### config.mk
export PLATFORM = sky130hd
export DESIGN_NAME = tick_job_scheduler_unit_flat
export DESIGN_NICKNAME = d
export VERILOG_FILES = /design/src/tjs_pkg.sv /design/src/tjs_in_if.sv /design/src/tjs_out_if.sv /design/src/tjs_cfg_if.sv /design/src/tjs_ram.sv /design/src/tjs_core.sv /design/src/tick_job_scheduler_unit.sv /design/src/flat_wrapper.sv
export VERILOG_INCLUDE_DIRS = /design/src /design/src/src
export SDC_FILE = /design/constraint.sdc
export NUM_CORES = 2
export LEC_CHECK = 0
export BUFFER_PORTS_ARGS = -buffer_cell sky130_fd_sc_hd__buf_4
export CELL_PAD_IN_SITES_DETAIL_PLACEMENT = 1
export CELL_PAD_IN_SITES_GLOBAL_PLACEMENT = 2
export CORE_AREA = 2 2 447 227
export CTS_CLUSTER_SIZE = 20
export DETAILED_ROUTE_END_ITERATION = 16
export DIE_AREA = 0 0 449 229
export GPL_TIMING_DRIVEN = 1
export MAX_ROUTING_LAYER = met4
export PLACE_DENSITY_LB_ADDON = 0.25
export RECOVER_POWER = 25
export SYNTH_ARGS = -nofsm -noshare
export SYNTH_HDL_FRONTEND = slang
export SYNTH_HIERARCHICAL = 1
export SYNTH_SLANG_ARGS = --single-unit
### constraint.sdc
create_clock -name clk -period 5.6 [get_ports clk]
set_clock_uncertainty 0.1 [all_clocks]
set_input_delay 0.28 -clock clk [delete_from_list [all_inputs] [get_ports clk]]
set_output_delay 0.28 -clock clk [all_outputs]
set_load 0.01 [all_outputs]
### src/tick_job_scheduler_unit_assert.svh
// Assertion macros for the tick job scheduler.
// Included by the modules that check their own state. Uses clk and rst_n.
`ifndef TICK_JOB_SCHEDULER_UNIT_ASSERT_SVH
`define TICK_JOB_SCHEDULER_UNIT_ASSERT_SVH
`ifndef NO_ASSERTIONS
`define TJS_ASSERT(label, prop, msg) \
  label: assert property (@(posedge clk) disable iff (!rst_n) prop) else $error(msg);
`define TJS_ASSERT_ALWAYS(label, prop, msg) \
  label: assert property (@(posedge clk) prop) else $error(msg);
`else
`define TJS_ASSERT(label, prop, msg)
`define TJS_ASSERT_ALWAYS(label, prop, msg)
`endif
`endif

### src/tjs_pkg.sv
// Shared constants, types and helpers of the tick job scheduler.
// No dependencies.
`timescale 1ns / 1ps
package tjs_pkg;
  localparam int MAX_JOBS = 32;
  localparam int SLOT_W = (MAX_JOBS > 1) ? $clog2(MAX_JOBS) : 1;
  localparam int CNT_W = $clog2(MAX_JOBS + 1);
  localparam int TIME_W = 24;
  localparam int QUANT_W = 16;
  localparam int JCNT_W = 6;
  localparam int OSLOT_W = 5;
  localparam int POL_W = 2;
  localparam int CIDX_W = 2;
  localparam int CDATA_W = 16;

  localparam logic [POL_W-1:0] POL_FIFO = 2'd0;
  localparam logic [POL_W-1:0] POL_RR = 2'd1;
  localparam logic [POL_W-1:0] POL_SJF = 2'd2;
  localparam logic [POL_W-1:0] POL_PSJF = 2'd3;

  localparam logic [CIDX_W-1:0] REG_POLICY = 2'd0;
  localparam logic [CIDX_W-1:0] REG_QUANTUM = 2'd1;
  localparam logic [CIDX_W-1:0] REG_JOB_COUNT = 2'd2;

  localparam logic MODE_ARRIVE = 1'b0;
  localparam logic MODE_TICK = 1'b1;

  localparam logic [QUANT_W-1:0] QUANTUM_RST = 16'd500;
  localparam logic [JCNT_W-1:0] JOB_COUNT_RST = 6'd1;

  typedef struct packed {
    logic [POL_W-1:0] policy;
    logic [QUANT_W-1:0] quantum;
    logic [JCNT_W-1:0] job_count;
  } tjs_cfg_t;

  typedef struct packed {
    logic running_valid;
    logic [OSLOT_W-1:0] running_slot;
    logic switched;
    logic finished;
    logic [OSLOT_W-1:0] finished_slot;
    logic all_done;
    logic dropped;
  } tjs_res_t;

  function automatic logic [SLOT_W-1:0] slot_inc(input logic [SLOT_W-1:0] p);
    logic [SLOT_W-1:0] r;
    if (p == SLOT_W'(MAX_JOBS - 1)) begin
      r = '0;
    end else begin
      r = p + 1'b1;
    end
    return r;
  endfunction
endpackage

### src/tjs_in_if.sv
// Input channel of the tick job scheduler: arrivals and ticks.
// Depends on tjs_pkg.
`timescale 1ns / 1ps
interface tjs_in_if;
  logic valid;
  logic ready;
  logic mode;
  logic [tjs_pkg::TIME_W-1:0] exec_time;
  modport source (output valid, output mode, output exec_time, input ready);
  modport sink (input valid, input mode, input exec_time, output ready);
endinterface

### src/tjs_out_if.sv
// Result channel of the tick job scheduler, one transaction per tick.
// Depends on tjs_pkg.
`timescale 1ns / 1ps
interface tjs_out_if;
  logic valid;
  logic ready;
  logic running_valid;
  logic [tjs_pkg::OSLOT_W-1:0] running_slot;
  logic switched;
  logic finished;
  logic [tjs_pkg::OSLOT_W-1:0] finished_slot;
  logic all_done;
  logic dropped;
  modport source (output valid, output running_valid, output running_slot, output switched,
                  output finished, output finished_slot, output all_done, output dropped,
                  input ready);
  modport sink (input valid, input running_valid, input running_slot, input switched,
                input finished, input finished_slot, input all_done, input dropped,
                output ready);
endinterface

### src/tjs_cfg_if.sv
// Configuration write channel of the tick job scheduler.
// Depends on tjs_pkg.
`timescale 1ns / 1ps
interface tjs_cfg_if;
  logic valid;
  logic ready;
  logic [tjs_pkg::CIDX_W-1:0] index;
  logic [tjs_pkg::CDATA_W-1:0] data;
  modport source (output valid, output index, output data, input ready);
  modport sink (input valid, input index, input data, output ready);
endinterface

### src/tjs_ram.sv
// Generic single-write, single-read RAM with registered read data.
// No dependencies.
`timescale 1ns / 1ps
module tjs_ram #(
  parameter int WIDTH = 8,
  parameter int DEPTH = 32
) (
  input  logic                     clk,
  input  logic                     we,
  input  logic [$clog2(DEPTH)-1:0] waddr,
  input  logic [WIDTH-1:0]         wdata,
  input  logic [$clog2(DEPTH)-1:0] raddr,
  output logic [WIDTH-1:0]         rdata
);
  logic [WIDTH-1:0] mem [DEPTH];

  always_ff @(posedge clk) begin
    if (we) begin
      mem[waddr] <= wdata;
    end
    rdata <= mem[raddr];
  end
endmodule

### src/tjs_core.sv
// Scheduler sequencer: job table and ready ring in RAM, read-modify-write per tick.
// Depends on tjs_pkg, tjs_ram and the assertion header.
`timescale 1ns / 1ps
`include "tick_job_scheduler_unit_assert.svh"
module tjs_core (
  input  logic                          clk,
  input  logic                          rst_n,
  input  tjs_pkg::tjs_cfg_t             cfg,
  input  logic                          in_valid,
  output logic                          in_ready,
  input  logic                          in_mode,
  input  logic [tjs_pkg::TIME_W-1:0]    in_exec_time,
  output logic                          res_valid,
  input  logic                          res_take,
  output tjs_pkg::tjs_res_t             res
);
  import tjs_pkg::*;

  localparam logic [3:0] S_IDLE      = 4'd0;
  localparam logic [3:0] S_SCAN      = 4'd1;
  localparam logic [3:0] S_RR_HEAD   = 4'd2;
  localparam logic [3:0] S_RR_SLOT   = 4'd3;
  localparam logic [3:0] S_RR_LIVE   = 4'd4;
  localparam logic [3:0] S_RR_DECIDE = 4'd5;
  localparam logic [3:0] S_RR_NEWHD  = 4'd6;
  localparam logic [3:0] S_RR_NEWDAT = 4'd7;
  localparam logic [3:0] S_COMMIT    = 4'd8;
  localparam logic [3:0] S_EXEC_RD   = 4'd9;
  localparam logic [3:0] S_EXEC_WB   = 4'd10;
  localparam logic [3:0] S_OUT       = 4'd11;

  logic [3:0] st_r, st_nxt;
  logic [CNT_W-1:0] arrived_r, arrived_nxt;
  logic [SLOT_W-1:0] head_r, head_nxt, tail_r, tail_nxt;
  logic [CNT_W-1:0] size_r, size_nxt;
  logic run_r, run_nxt;
  logic [SLOT_W-1:0] rslot_r, rslot_nxt;
  logic [QUANT_W-1:0] since_r, since_nxt;
  logic [JCNT_W-1:0] fcnt_r, fcnt_nxt;
  logic drop_r, drop_nxt;
  logic [CNT_W-1:0] scan_i_r, scan_i_nxt;
  logic rd_v_r, rd_v_nxt;
  logic [SLOT_W-1:0] rd_idx_r, rd_idx_nxt;
  logic sfound_r, sfound_nxt;
  logic [SLOT_W-1:0] best_r, best_nxt;
  logic [TIME_W-1:0] bestv_r, bestv_nxt;
  logic [SLOT_W-1:0] hslot_r, hslot_nxt;
  logic [SLOT_W-1:0] pick_r, pick_nxt;
  logic found_r, found_nxt;
  logic sw_r, sw_nxt;
  logic fin_r, fin_nxt;
  logic valid_r, valid_nxt;

  logic rt_we;
  logic [SLOT_W-1:0] rt_waddr, rt_raddr;
  logic [TIME_W-1:0] rt_wdata, rt_rdata;
  logic ring_we;
  logic [SLOT_W-1:0] ring_waddr, ring_raddr, ring_wdata, ring_rdata;

  logic [QUANT_W-1:0] q_eff;
  logic [TIME_W-1:0] nv;
  logic shortest;

  tjs_ram #(.WIDTH(TIME_W), .DEPTH(MAX_JOBS)) u_rt_ram (
    .clk(clk), .we(rt_we), .waddr(rt_waddr), .wdata(rt_wdata),
    .raddr(rt_raddr), .rdata(rt_rdata)
  );

  tjs_ram #(.WIDTH(SLOT_W), .DEPTH(MAX_JOBS)) u_ring_ram (
    .clk(clk), .we(ring_we), .waddr(ring_waddr), .wdata(ring_wdata),
    .raddr(ring_raddr), .rdata(ring_rdata)
  );

  assign q_eff = (cfg.quantum == '0) ? QUANT_W'(1) : cfg.quantum;
  assign nv = (rt_rdata != '0) ? rt_rdata - 1'b1 : rt_rdata;
  assign shortest = (cfg.policy != POL_FIFO);
  assign in_ready = (st_r == S_IDLE);
  assign res_valid = (st_r == S_OUT);

  always_comb begin
    res.running_valid = valid_r;
    res.running_slot = valid_r ? OSLOT_W'(rslot_r) : '0;
    res.switched = sw_r;
    res.finished = fin_r;
    res.finished_slot = fin_r ? OSLOT_W'(rslot_r) : '0;
    res.all_done = (fcnt_r >= cfg.job_count);
    res.dropped = drop_r;
  end

  always_comb begin
    st_nxt = st_r;
    arrived_nxt = arrived_r;
    head_nxt = head_r;
    tail_nxt = tail_r;
    size_nxt = size_r;
    run_nxt = run_r;
    rslot_nxt = rslot_r;
    since_nxt = since_r;
    fcnt_nxt = fcnt_r;
    drop_nxt = drop_r;
    scan_i_nxt = scan_i_r;
    rd_v_nxt = 1'b0;
    rd_idx_nxt = rd_idx_r;
    sfound_nxt = sfound_r;
    best_nxt = best_r;
    bestv_nxt = bestv_r;
    hslot_nxt = hslot_r;
    pick_nxt = pick_r;
    found_nxt = found_r;
    sw_nxt = sw_r;
    fin_nxt = fin_r;
    valid_nxt = valid_r;
    rt_we = 1'b0;
    rt_waddr = SLOT_W'(arrived_r);
    rt_wdata = (in_exec_time == '0) ? TIME_W'(1) : in_exec_time;
    rt_raddr = rslot_r;
    ring_we = 1'b0;
    ring_waddr = tail_r;
    ring_wdata = SLOT_W'(arrived_r);
    ring_raddr = head_r;

    case (st_r)
      S_IDLE: begin
        if (in_valid) begin
          if (in_mode == MODE_ARRIVE) begin
            if (arrived_r == CNT_W'(MAX_JOBS)) begin
              drop_nxt = 1'b1;
            end else begin
              rt_we = 1'b1;
              ring_we = 1'b1;
              tail_nxt = slot_inc(tail_r);
              size_nxt = size_r + 1'b1;
              arrived_nxt = arrived_r + 1'b1;
            end
          end else begin
            sw_nxt = 1'b0;
            fin_nxt = 1'b0;
            if ((cfg.policy == POL_FIFO || cfg.policy == POL_SJF) && run_r) begin
              pick_nxt = rslot_r;
              found_nxt = 1'b1;
              st_nxt = S_COMMIT;
            end else if (cfg.policy == POL_RR) begin
              st_nxt = S_RR_HEAD;
            end else begin
              scan_i_nxt = '0;
              sfound_nxt = 1'b0;
              best_nxt = '0;
              st_nxt = S_SCAN;
            end
          end
        end
      end
      S_SCAN: begin
        rt_raddr = SLOT_W'(scan_i_r);
        if (scan_i_r < arrived_r) begin
          rd_v_nxt = 1'b1;
          rd_idx_nxt = SLOT_W'(scan_i_r);
          scan_i_nxt = scan_i_r + 1'b1;
        end else if (!rd_v_r) begin
          found_nxt = sfound_r;
          pick_nxt = best_r;
          st_nxt = S_COMMIT;
        end
        if (rd_v_r && rt_rdata != '0 && (!sfound_r || (shortest && rt_rdata < bestv_r))) begin
          sfound_nxt = 1'b1;
          best_nxt = rd_idx_r;
          bestv_nxt = rt_rdata;
        end
      end
      S_RR_HEAD: begin
        st_nxt = (size_r == '0) ? S_RR_DECIDE : S_RR_SLOT;
      end
      S_RR_SLOT: begin
        hslot_nxt = ring_rdata;
        rt_raddr = ring_rdata;
        st_nxt = S_RR_LIVE;
      end
      S_RR_LIVE: begin
        if (rt_rdata == '0) begin
          head_nxt = slot_inc(head_r);
          size_nxt = size_r - 1'b1;
          st_nxt = S_RR_HEAD;
        end else begin
          st_nxt = S_RR_DECIDE;
        end
      end
      S_RR_DECIDE: begin
        found_nxt = 1'b1;
        pick_nxt = rslot_r;
        st_nxt = S_COMMIT;
        if (!run_r) begin
          found_nxt = (size_r != '0);
          pick_nxt = hslot_r;
        end else if (since_r >= q_eff) begin
          since_nxt = '0;
          if (size_r != '0) begin
            ring_we = 1'b1;
            ring_wdata = hslot_r;
            head_nxt = slot_inc(head_r);
            tail_nxt = slot_inc(tail_r);
            st_nxt = S_RR_NEWHD;
          end
        end
      end
      S_RR_NEWHD: begin
        st_nxt = S_RR_NEWDAT;
      end
      S_RR_NEWDAT: begin
        pick_nxt = ring_rdata;
        found_nxt = 1'b1;
        st_nxt = S_COMMIT;
      end
      S_COMMIT: begin
        if (found_r && (!run_r || pick_r != rslot_r)) begin
          sw_nxt = 1'b1;
          run_nxt = 1'b1;
          rslot_nxt = pick_r;
          since_nxt = '0;
        end
        if (found_r || run_r) begin
          st_nxt = S_EXEC_RD;
        end else begin
          valid_nxt = 1'b0;
          st_nxt = S_OUT;
        end
      end
      S_EXEC_RD: begin
        st_nxt = S_EXEC_WB;
      end
      S_EXEC_WB: begin
        valid_nxt = 1'b1;
        rt_we = 1'b1;
        rt_waddr = rslot_r;
        rt_wdata = nv;
        if (since_r != '1) begin
          since_nxt = since_r + 1'b1;
        end
        if (nv == '0) begin
          fin_nxt = 1'b1;
          run_nxt = 1'b0;
          if (fcnt_r != '1) begin
            fcnt_nxt = fcnt_r + 1'b1;
          end
          if (size_r != '0 && ring_rdata == rslot_r) begin
            head_nxt = slot_inc(head_r);
            size_nxt = size_r - 1'b1;
          end
        end
        st_nxt = S_OUT;
      end
      S_OUT: begin
        if (res_take) begin
          st_nxt = S_IDLE;
        end
      end
      default: begin
        st_nxt = S_IDLE;
      end
    endcase
  end

  always_ff @(posedge clk) begin
    if (!rst_n) begin
      st_r <= S_IDLE;
      arrived_r <= '0;
      head_r <= '0;
      tail_r <= '0;
      size_r <= '0;
      run_r <= 1'b0;
      rslot_r <= '0;
      since_r <= '0;
      fcnt_r <= '0;
      drop_r <= 1'b0;
      rd_v_r <= 1'b0;
    end else begin
      st_r <= st_nxt;
      arrived_r <= arrived_nxt;
      head_r <= head_nxt;
      tail_r <= tail_nxt;
      size_r <= size_nxt;
      run_r <= run_nxt;
      rslot_r <= rslot_nxt;
      since_r <= since_nxt;
      fcnt_r <= fcnt_nxt;
      drop_r <= drop_nxt;
      rd_v_r <= rd_v_nxt;
    end
  end

  always_ff @(posedge clk) begin
    scan_i_r <= scan_i_nxt;
    rd_idx_r <= rd_idx_nxt;
    sfound_r <= sfound_nxt;
    best_r <= best_nxt;
    bestv_r <= bestv_nxt;
    hslot_r <= hslot_nxt;
    pick_r <= pick_nxt;
    found_r <= found_nxt;
    sw_r <= sw_nxt;
    fin_r <= fin_nxt;
    valid_r <= valid_nxt;
  end

  `TJS_ASSERT(a_ring_le_arrived, size_r <= arrived_r, "ring holds more jobs than arrived")
  `TJS_ASSERT(a_arrived_cap, arrived_r <= CNT_W'(MAX_JOBS), "arrival count past capacity")
  `TJS_ASSERT(a_drop_sticky, !$fell(drop_r), "drop flag cleared outside reset")
  `TJS_ASSERT(a_finish_stops, (st_r == S_EXEC_WB && nv == '0) |=> !run_r,
              "finished job still marked running")
endmodule

### src/tick_job_scheduler_unit.sv
// Tick job scheduler top level: configuration registers, result register, sequencer.
// Depends on tjs_pkg, the channel interfaces and tjs_core.
// An arrival is written to the job table and ring, or sets the drop flag when full. A
// tick of FIFO or SJF with a job already running goes straight to commit; a tick that
// must pick a job (FIFO or SJF when idle, PSJF always) scans the job table one slot
// per cycle through the table RAM read port. Round-robin ticks read the ring head and
// pop each dead ring head (left by a policy change) before deciding. A finished tick
// result sits in the output register while new transactions are accepted.
`timescale 1ns / 1ps
module tick_job_scheduler_unit (
  input logic        clk,
  input logic        rst_n,
  tjs_in_if.sink     in_ch,
  tjs_out_if.source  out_ch,
  tjs_cfg_if.sink    cfg_ch
);
  import tjs_pkg::*;

  tjs_cfg_t cfg_r;
  logic out_valid_r;
  tjs_res_t out_r;
  tjs_res_t res;
  logic res_valid, res_take;

  assign cfg_ch.ready = 1'b1;

  always_ff @(posedge clk) begin
    if (!rst_n) begin
      cfg_r.policy <= POL_FIFO;
      cfg_r.quantum <= QUANTUM_RST;
      cfg_r.job_count <= JOB_COUNT_RST;
    end else if (cfg_ch.valid) begin
      case (cfg_ch.index)
        REG_POLICY: cfg_r.policy <= cfg_ch.data[POL_W-1:0];
        REG_QUANTUM: cfg_r.quantum <= cfg_ch.data[QUANT_W-1:0];
        REG_JOB_COUNT: cfg_r.job_count <= cfg_ch.data[JCNT_W-1:0];
        default: ;
      endcase
    end
  end

  tjs_core u_core (
    .clk(clk),
    .rst_n(rst_n),
    .cfg(cfg_r),
    .in_valid(in_ch.valid),
    .in_ready(in_ch.ready),
    .in_mode(in_ch.mode),
    .in_exec_time(in_ch.exec_time),
    .res_valid(res_valid),
    .res_take(res_take),
    .res(res)
  );

  assign res_take = res_valid && (!out_valid_r || out_ch.ready);

  always_ff @(posedge clk) begin
    if (!rst_n) begin
      out_valid_r <= 1'b0;
    end else if (res_take) begin
      out_valid_r <= 1'b1;
    end else if (out_ch.ready) begin
      out_valid_r <= 1'b0;
    end
  end

  always_ff @(posedge clk) begin
    if (res_take) begin
      out_r <= res;
    end
  end

  assign out_ch.valid = out_valid_r;
  assign out_ch.running_valid = out_r.running_valid;
  assign out_ch.running_slot = out_r.running_slot;
  assign out_ch.switched = out_r.switched;
  assign out_ch.finished = out_r.finished;
  assign out_ch.finished_slot = out_r.finished_slot;
  assign out_ch.all_done = out_r.all_done;
  assign out_ch.dropped = out_r.dropped;
endmodule
### src/flat_wrapper.sv
// flat-port wrapper written by rule: the top's interface ports become plain ports
module tick_job_scheduler_unit_flat import tjs_pkg::*;
  (clk, rst_n, in_ch_valid, in_ch_mode, in_ch_exec_time, in_ch_ready, out_ch_valid, out_ch_running_valid, out_ch_running_slot, out_ch_switched, out_ch_finished, out_ch_finished_slot, out_ch_all_done, out_ch_dropped, out_ch_ready, cfg_ch_valid, cfg_ch_index, cfg_ch_data, cfg_ch_ready);
  tjs_in_if in_ch_i ();
  tjs_out_if out_ch_i ();
  tjs_cfg_if cfg_ch_i ();
  input logic clk;
  input logic rst_n;
  input wire logic [$bits(in_ch_i.valid)-1:0] in_ch_valid;
  input wire logic [$bits(in_ch_i.mode)-1:0] in_ch_mode;
  input wire logic [$bits(in_ch_i.exec_time)-1:0] in_ch_exec_time;
  output wire logic [$bits(in_ch_i.ready)-1:0] in_ch_ready;
  output wire logic [$bits(out_ch_i.valid)-1:0] out_ch_valid;
  output wire logic [$bits(out_ch_i.running_valid)-1:0] out_ch_running_valid;
  output wire logic [$bits(out_ch_i.running_slot)-1:0] out_ch_running_slot;
  output wire logic [$bits(out_ch_i.switched)-1:0] out_ch_switched;
  output wire logic [$bits(out_ch_i.finished)-1:0] out_ch_finished;
  output wire logic [$bits(out_ch_i.finished_slot)-1:0] out_ch_finished_slot;
  output wire logic [$bits(out_ch_i.all_done)-1:0] out_ch_all_done;
  output wire logic [$bits(out_ch_i.dropped)-1:0] out_ch_dropped;
  input wire logic [$bits(out_ch_i.ready)-1:0] out_ch_ready;
  input wire logic [$bits(cfg_ch_i.valid)-1:0] cfg_ch_valid;
  input wire logic [$bits(cfg_ch_i.index)-1:0] cfg_ch_index;
  input wire logic [$bits(cfg_ch_i.data)-1:0] cfg_ch_data;
  output wire logic [$bits(cfg_ch_i.ready)-1:0] cfg_ch_ready;
  assign in_ch_i.valid = in_ch_valid;
  assign in_ch_i.mode = in_ch_mode;
  assign in_ch_i.exec_time = in_ch_exec_time;
  assign in_ch_ready = in_ch_i.ready;
  assign out_ch_valid = out_ch_i.valid;
  assign out_ch_running_valid = out_ch_i.running_valid;
  assign out_ch_running_slot = out_ch_i.running_slot;
  assign out_ch_switched = out_ch_i.switched;
  assign out_ch_finished = out_ch_i.finished;
  assign out_ch_finished_slot = out_ch_i.finished_slot;
  assign out_ch_all_done = out_ch_i.all_done;
  assign out_ch_dropped = out_ch_i.dropped;
  assign out_ch_i.ready = out_ch_ready;
  assign cfg_ch_i.valid = cfg_ch_valid;
  assign cfg_ch_i.index = cfg_ch_index;
  assign cfg_ch_i.data = cfg_ch_data;
  assign cfg_ch_ready = cfg_ch_i.ready;
  tick_job_scheduler_unit u_core (.clk(clk), .rst_n(rst_n), .in_ch(in_ch_i), .out_ch(out_ch_i), .cfg_ch(cfg_ch_i));
endmodule
==> Yosys cells after proc, flatten, opt, wreduce, memory -nomap -nowiden <==
Memory sizes are Yosys's and may differ from the RTL's. A register that Yosys moved wholly into a read port is not among the register bits.
Cells that the tools add are included.
{ "word_totals": {"ff_bits": 151, "latchBits": 0, "mem_bits_rw": 928, "mem_bits_ro": 0, "in_bits": 48, "elab_cells": 260, "n_memories": 2} }
{ "op_classes": {"add_sub_neg": 9, "n_mul": 0, "n_div": 0, "order_cmp": 4, "n_eq_ne": 43, "n_shift": 0, "n_mux": 109, "bitwise_logic": 2, "reduce_logical": 58} }
{ "mem_list": {"columns": ["memory", "depth", "word_bits", "rd", "rd_clocked_by_memory_dff", "write_ports", "line", "source"], "rows": [
  ["u_core.u_core.u_rt_ram.mem", 32, 24, 1, 1, 1, "tjs_ram.sv:15", "logic [WIDTH-1:0] mem [DEPTH];"],
  ["u_core.u_core.u_ring_ram.mem", 32, 5, 1, 1, 1, "tjs_ram.sv:15", null]
]} }
{ "ops": {"columns": ["cell", "count"], "rows": [
  ["$mux 5", 30],
  ["$mux 16", 5],
  ["$logic_not 24->1", 3],
  ["$mux 24", 3],
  ["$mux 6", 11],
  ["$pmux 16 s3", 1],
  ["$pmux 4 s12", 1],
  ["$ne 2x2->1 const B", 20],
  ["$mux 4", 9],
  ["$mux 1", 30],
  ["$pmux 5 s2", 3],
  ["$add 6x1->6 const B", 4],
  ["$lt 24x24->1", 1],
  ["$reduce_bool 24->1", 1],
  ["$sub 24x1->24 const B", 1],
  ["$reduce_and 7->1", 3],
  ["$pmux 5 s4", 1],
  ["$pmux 6 s3", 1],
  ["$reduce_and 6->1", 3],
  ["$add 16x1->16 const B", 1],
  ["$eq 4x3->1 const B", 4],
  ["$eq 4x4->1 const B", 4],
  ["$ge 16x16->1", 1],
  ["$logic_not 16->1", 1],
  ["36 further kinds", 83]
]} }

==> Longest topological paths before layout <==
{ "logic_depth": {"word_depth": 8, "ltp_mapped": 15, "depth_no_buf": 12} }

==> By module <==
Netlist, hierarchy kept.
{ "modules_own_cells": {"columns": ["mod", "instances", "cells_per_inst", "area_per_inst_um2", "seq_area_each_um2"], "rows": [
  ["tjs_ram (u_core.u_core.u_rt_ram)", 1, 1711, 30480.5, 23542.6],
  ["tjs_core", 1, 913, 7890.1, 2772.7],
  ["tjs_ram (u_core.u_core.u_ring_ram)", 1, 277, 6344.8, 4904.7],
  ["tick_job_scheduler_unit", 1, 127, 1520.2, 950.9]
]} }

==> Least setup slack after synthesis <==
Ideal clock, no wire load.
{ "synth_path": {"kind": "register -> register", "startpoint": "register u_core.u_core.st_r[1]", "endpoint": "memory u_core/u_core/u_rt_ram/mem[19][0] (netlist bit), enable pin", "setup_time_ps": 405, "arrival_time_ps": 3550, "required_ps": 5095, "slack_ps": 1545, "path_stages_with_launch": 10, "path_buffers": 2, "period_less_slack_ps": 4055, "cell_sequence": "dfxtp_1 clkbuf_1 clkinv_1 or3_2 clkinv_1 buf_1 nand2_1 o21ai_0 or3b_2 nor2_1"} }
{ "synth_via": {"word_cells_on_any_way": 6, "cone_classes": "eq/ne (1); mux (4); reduce/logical (1)"} }
{ "synth_rtl": {"columns": ["element", "line", "source"], "rows": [
  ["from (decl)", "tjs_core.sv:32", "logic [3:0] st_r, st_nxt;"],
  ["from (signal assigned)", "tjs_core.sv:276", "st_r <= st_nxt;"],
  ["$eq 4x4->1", "tjs_core.sv:122", "case (st_r)"],
  ["$mux 5", "tjs_core.sv:122", null],
  ["named net u_core.u_core.rt_waddr[4]", "tjs_core.sv:55", "logic [SLOT_W-1:0] rt_waddr, rt_raddr;"],
  ["to (decl)", "tjs_ram.sv:15", null]
]} }
The timed path passes the listed nets, and every way through them passes these cells.

==> Worst setup path in the final report <==
{ "layout_path": {"startpoint": "register u_core.u_core.st_r[1]", "endpoint": "memory u_core/u_core/u_rt_ram/mem[1][0] (netlist bit), data pin"} }
{ "layout_via": {"elab_chain_len": 2} }
{ "layout_lines": {"columns": ["element", "line", "source"], "rows": [
  ["$eq 4x4->1", "tjs_core.sv:122", null],
  ["$mux 24", "tjs_core.sv:122", null],
  ["named net u_core.u_core.rt_wdata[0]", "tjs_core.sv:56", "logic [TIME_W-1:0] rt_wdata, rt_rdata;"]
]} }
The timed path passes the listed nets, and every way through them passes these cells.

==> key figures <==
Routing
  – Final wirelength: between 100 and 150 mm
  – Wire length per cell: about 27 µm
  – Vias: roughly 27000
  – Drt via density: 5.88
  – DRC viols: 0
  – Violation count after the first detailed-routing iteration: roughly 2600
  – Number of iterations in the first detailed-routing pass: 5
  – Post-detailed-route count of antenna-violating nets: 0

Synth
  – Number of nets produced by synthesis: roughly 3100
  – Post-Synthesis Mean Instance Area: ~15 µm²
  – Number of flops mapped to enable cells by yosys: 998
  – Top cell type by total area after synthesis: edfxtp_1
  – Synthesized netlist cell count: 3028
  – Distinct cell type count of the synthesized netlist: roughly 80
  – Share of the yosys chip area belonging to registers: 0.696
  – Synthesis Warnings: 6
  – Fraction of registers with async set/reset: 0
  – Area fraction of the dominant cell type after synthesis: 0.648
  – Cell area after technology mapping: ~46000 µm²
  – Commonest register cell after synthesis: edfxtp_1
  – Dominant cell by count in the synthesized netlist: edfxtp_1
  – Number of flip-flops and latches in the synthesized netlist: 1108
  – Cell types with the highest counts after synthesis: 998 x edfxtp_1, 420 x mux2i_1, 178 x nand2_1, 160 x nor2_1, 116 x a21oi_1
  – Top post-synthesis cells by area: edfxtp_1 65%, mux2i_1 9.1%, dfxtp_1 4.8%, mux4_2 2.4%, ha_1 1.7%

Worst setup path
  – Slowest library cell on the worst path: a22oi_2
  – Slowest stage delay, CP: between 1000 and 1500 ps
  – Critical Path AT: approximately 5200 ps
  – Endpoint kind of the worst setup timing path: flip-flop
  – Worst EP required: between 5000 and 6000 ps
  – Family of cells with the greatest summed delay on the critical path: buffers and inverters
  – Buf+Inv Stages, Crit Path: 3
  – Startpoint type of the worst setup path: flip-flop
  – Critical Path, Cell by Cell: clkinv_1 > or3_2 > clkinv_1 > clkbuf_1 > nor2_1 > a22oi_2
  – Maximum fanout along the worst path: 32
  – Most used cell, CP: clkinv_1
  – Setup Crit Path Kind: flip-flop to flip-flop

Run status
  – Violated checks: max-capacitance violations, max-slew violations
  – Result of the run: finished, violations left

Min path
  – Type of the tightest min-delay check: primary input to flip-flop

Floorplanning
  – Die width: between 400 and 500 µm
  – Area enclosed by the die boundary: 103000 µm²
  – Total core area: 99100 µm²
  – Boundary Pins: 66
  – Number of placement rows: between 80 and 90
  – Effective utilization at floorplan: 0.467
  – Vertical extent of the die: 229 µm

Global routing
  – Antenna violations before repair: 2
  – Overall track demand over capacity in global routing: 0.246
  – Number of global-route vias before repair: between 20000 and 30000
  – Pin count of the biggest net entering global routing: between 90 and 100
  – Wire length of the first global-routing pass: between 150 and 200 mm
  – Global route total overflow: 0

Place
  – Post-place instance area: a little under 50000 µm²
  – Routability-driven placement congestion ratio: 0.884
  – Quantity of I/O buffers inserted on ports: 64
  – DPL Wire Length: roughly 77 mm

Clocking
  – Worst-skew pair later-pin latency: a little over 700 ps
  – TritonCTS clock tree: built
  – Max Buffers Root-to-Sink: 3
  – H-tree levels: 3
  – Clock-pin slew reported for the worst setup and hold paths after clock tree synthesis: ~60 ps
  – Root Buffer: clkbuf_16
  – Sink Count: about 1100
  – Number of buffers added by the clock tree synthesis step: between 90 and 100

STA
  – Worst slew margin: -0.712
  – Worst Max-Slew Pin Slew: 2570 ps
  – Final period util: 0.888
  – Final hold violations: 0
  – Setup repair after global routing missed its margin: false
  – Tmin final: approximately 5000 ps
  – Max-slew violations: roughly 330
  – Total Negative Setup Slacks: 0 ps
  – Worst-case hold slack: 80.9 ps
  – Highest attainable clock frequency: ~200 MHz
  – Number of setup violations in the final report: 0

Layout
  – Filler Cells Inserted: between 9000 and 10000
  – Flip-flop and latch area: 32200 µm²
  – Share of cells above drive strength 1: 0.121
  – Area of the multi-input gates: ~13000 µm²
  – Final Instance Area: 51800 µm²
  – Area growth from synthesis to final layout: 11.9%
  – Number of nets at the end of the flow: approximately 3300

Flow run
  – Count of maximum capacitance violations: 10

Power and ir drop
  – Power per cell area: between 400 and 500 nW/µm²
  – Standby leakage power: 16.9 nW
  – VDD IR-drop max: 351 µV
[tightest hold or removal path: cells and delay by family]
kind,cells,cell delay [ps]
buf+inv,1,150
simple gates,1,80
compound gates,1,170
[layer usage]
layer	track usage	up-vias	part of all wire
li1	-	11918	-
met1	0.374	14010	0.49
met2	0.353	798	0.44
met3	0.0387	144	0.061
met4	0.0468	0	0.015
met5	-	-	0
[cell usage in the layout, fill, tap and decap left out, types with 14 or more instances in the layout]
cell / count
a22oi_1: 78
nand3b_1: 15
nor4_1: 15
mux2i_1: 420
clkinv_1: 22
and2_0: 14
nor2_2: 21
a31oi_1: 30
nor2_1: 126
nand2_1: 178
nand3_1: 103
a22o_1: 53
clkbuf_1: 46
o21ai_0: 44
a21oi_1: 115
clkbuf_16: 97
and3_1: 14
edfxtp_1: 998
xnor2_1: 27
xor2_1: 30
mux4_2: 50
nand4_1: 21
inv_1: 78
ha_1: 64
a21o_1: 20
nor3_1: 44
dlygate4sd3_1: 38
dfxtp_1: 109
buf_4: 102
clkinv_2: 18
[sequential cells by signal (all words and copies together) (netlist names), 16 cells and up]
| signal | cells |
|---|---|
| u_core/u_core/bestv_r | 24 |
| u_core/cfg_r | 24 |
| u_core/u_core/u_rt_ram/rdata | 24 |
| u_core/u_core/u_rt_ram/mem | 768 |
| u_core/u_core/u_ring_ram/mem | 160 |
| u_core/u_core/since_r | 16 |
[area by class of cell]
class                           instances  area share
Inverter                               81     0.00587
Tap cell                             1344      0.0325
Timing Repair Buffer                  180      0.0276
Clock buffer                          117      0.0487
Antenna cell                            2   0.0000967
Clock inverter                         61      0.0118
Multi-Input combinational cell       1676       0.252
Sequential cell                      1108       0.622
[power by group]
| part | internal (W) | switching, W |
|---|---|---|
| Sequential | 0.00934 | 0.000462 |
| Clock | 0.00369 | 0.00307 |
| Combinational | 0.00187 | 0.00331 |
[logic make-up after synthesis]
group | share of synthesized area
fa+ha+maj | 0.0178
compound gates | 0.0617
other cells | 0.0000811
buf+inv | 0.0276
simple gates | 0.0697
xor+xnor | 0.0108
flops | 0.696
mux | 0.116
[what timing repair did]
item / in CTS / in global routing
hold buffers: 37 / 1
buffers inserted: 0 / 0
resized for setup: 0 / 0
endpoints found under the hold margin: 37 / 8
[per-stage QoR]
step	util	worst slack (ps)	std cells	power (W)
after floorplan	-	1540	3028	0.0133
after global placement	0.488	1090	4350	0.0150
after detailed placement	0.488	1000	4350	0.0151
after CTS	0.524	922	4565	0.0219
after global routing	0.522	328	4568	0.0226
final	0.522	627	4569	0.0217
[path summary, 6_finish.rpt]
path                              start                                to  slack [ps]  cells past startpoint
setup / recovery  u_core/u_core/st_r[1]  u_core/u_core/u_rt_ram/mem[1][0]         630                      6
hold / removal              in_ch_valid                u_core/u_core/sw_r          80                      3
setup reg to reg  u_core/u_core/st_r[1]  u_core/u_core/u_rt_ram/mem[1][0]         630                      6
hold reg to reg      u_core/u_core/sw_r            u_core/out_ch.switched         350                      0
Note: power is estimated with default switching activity, not from simulation.
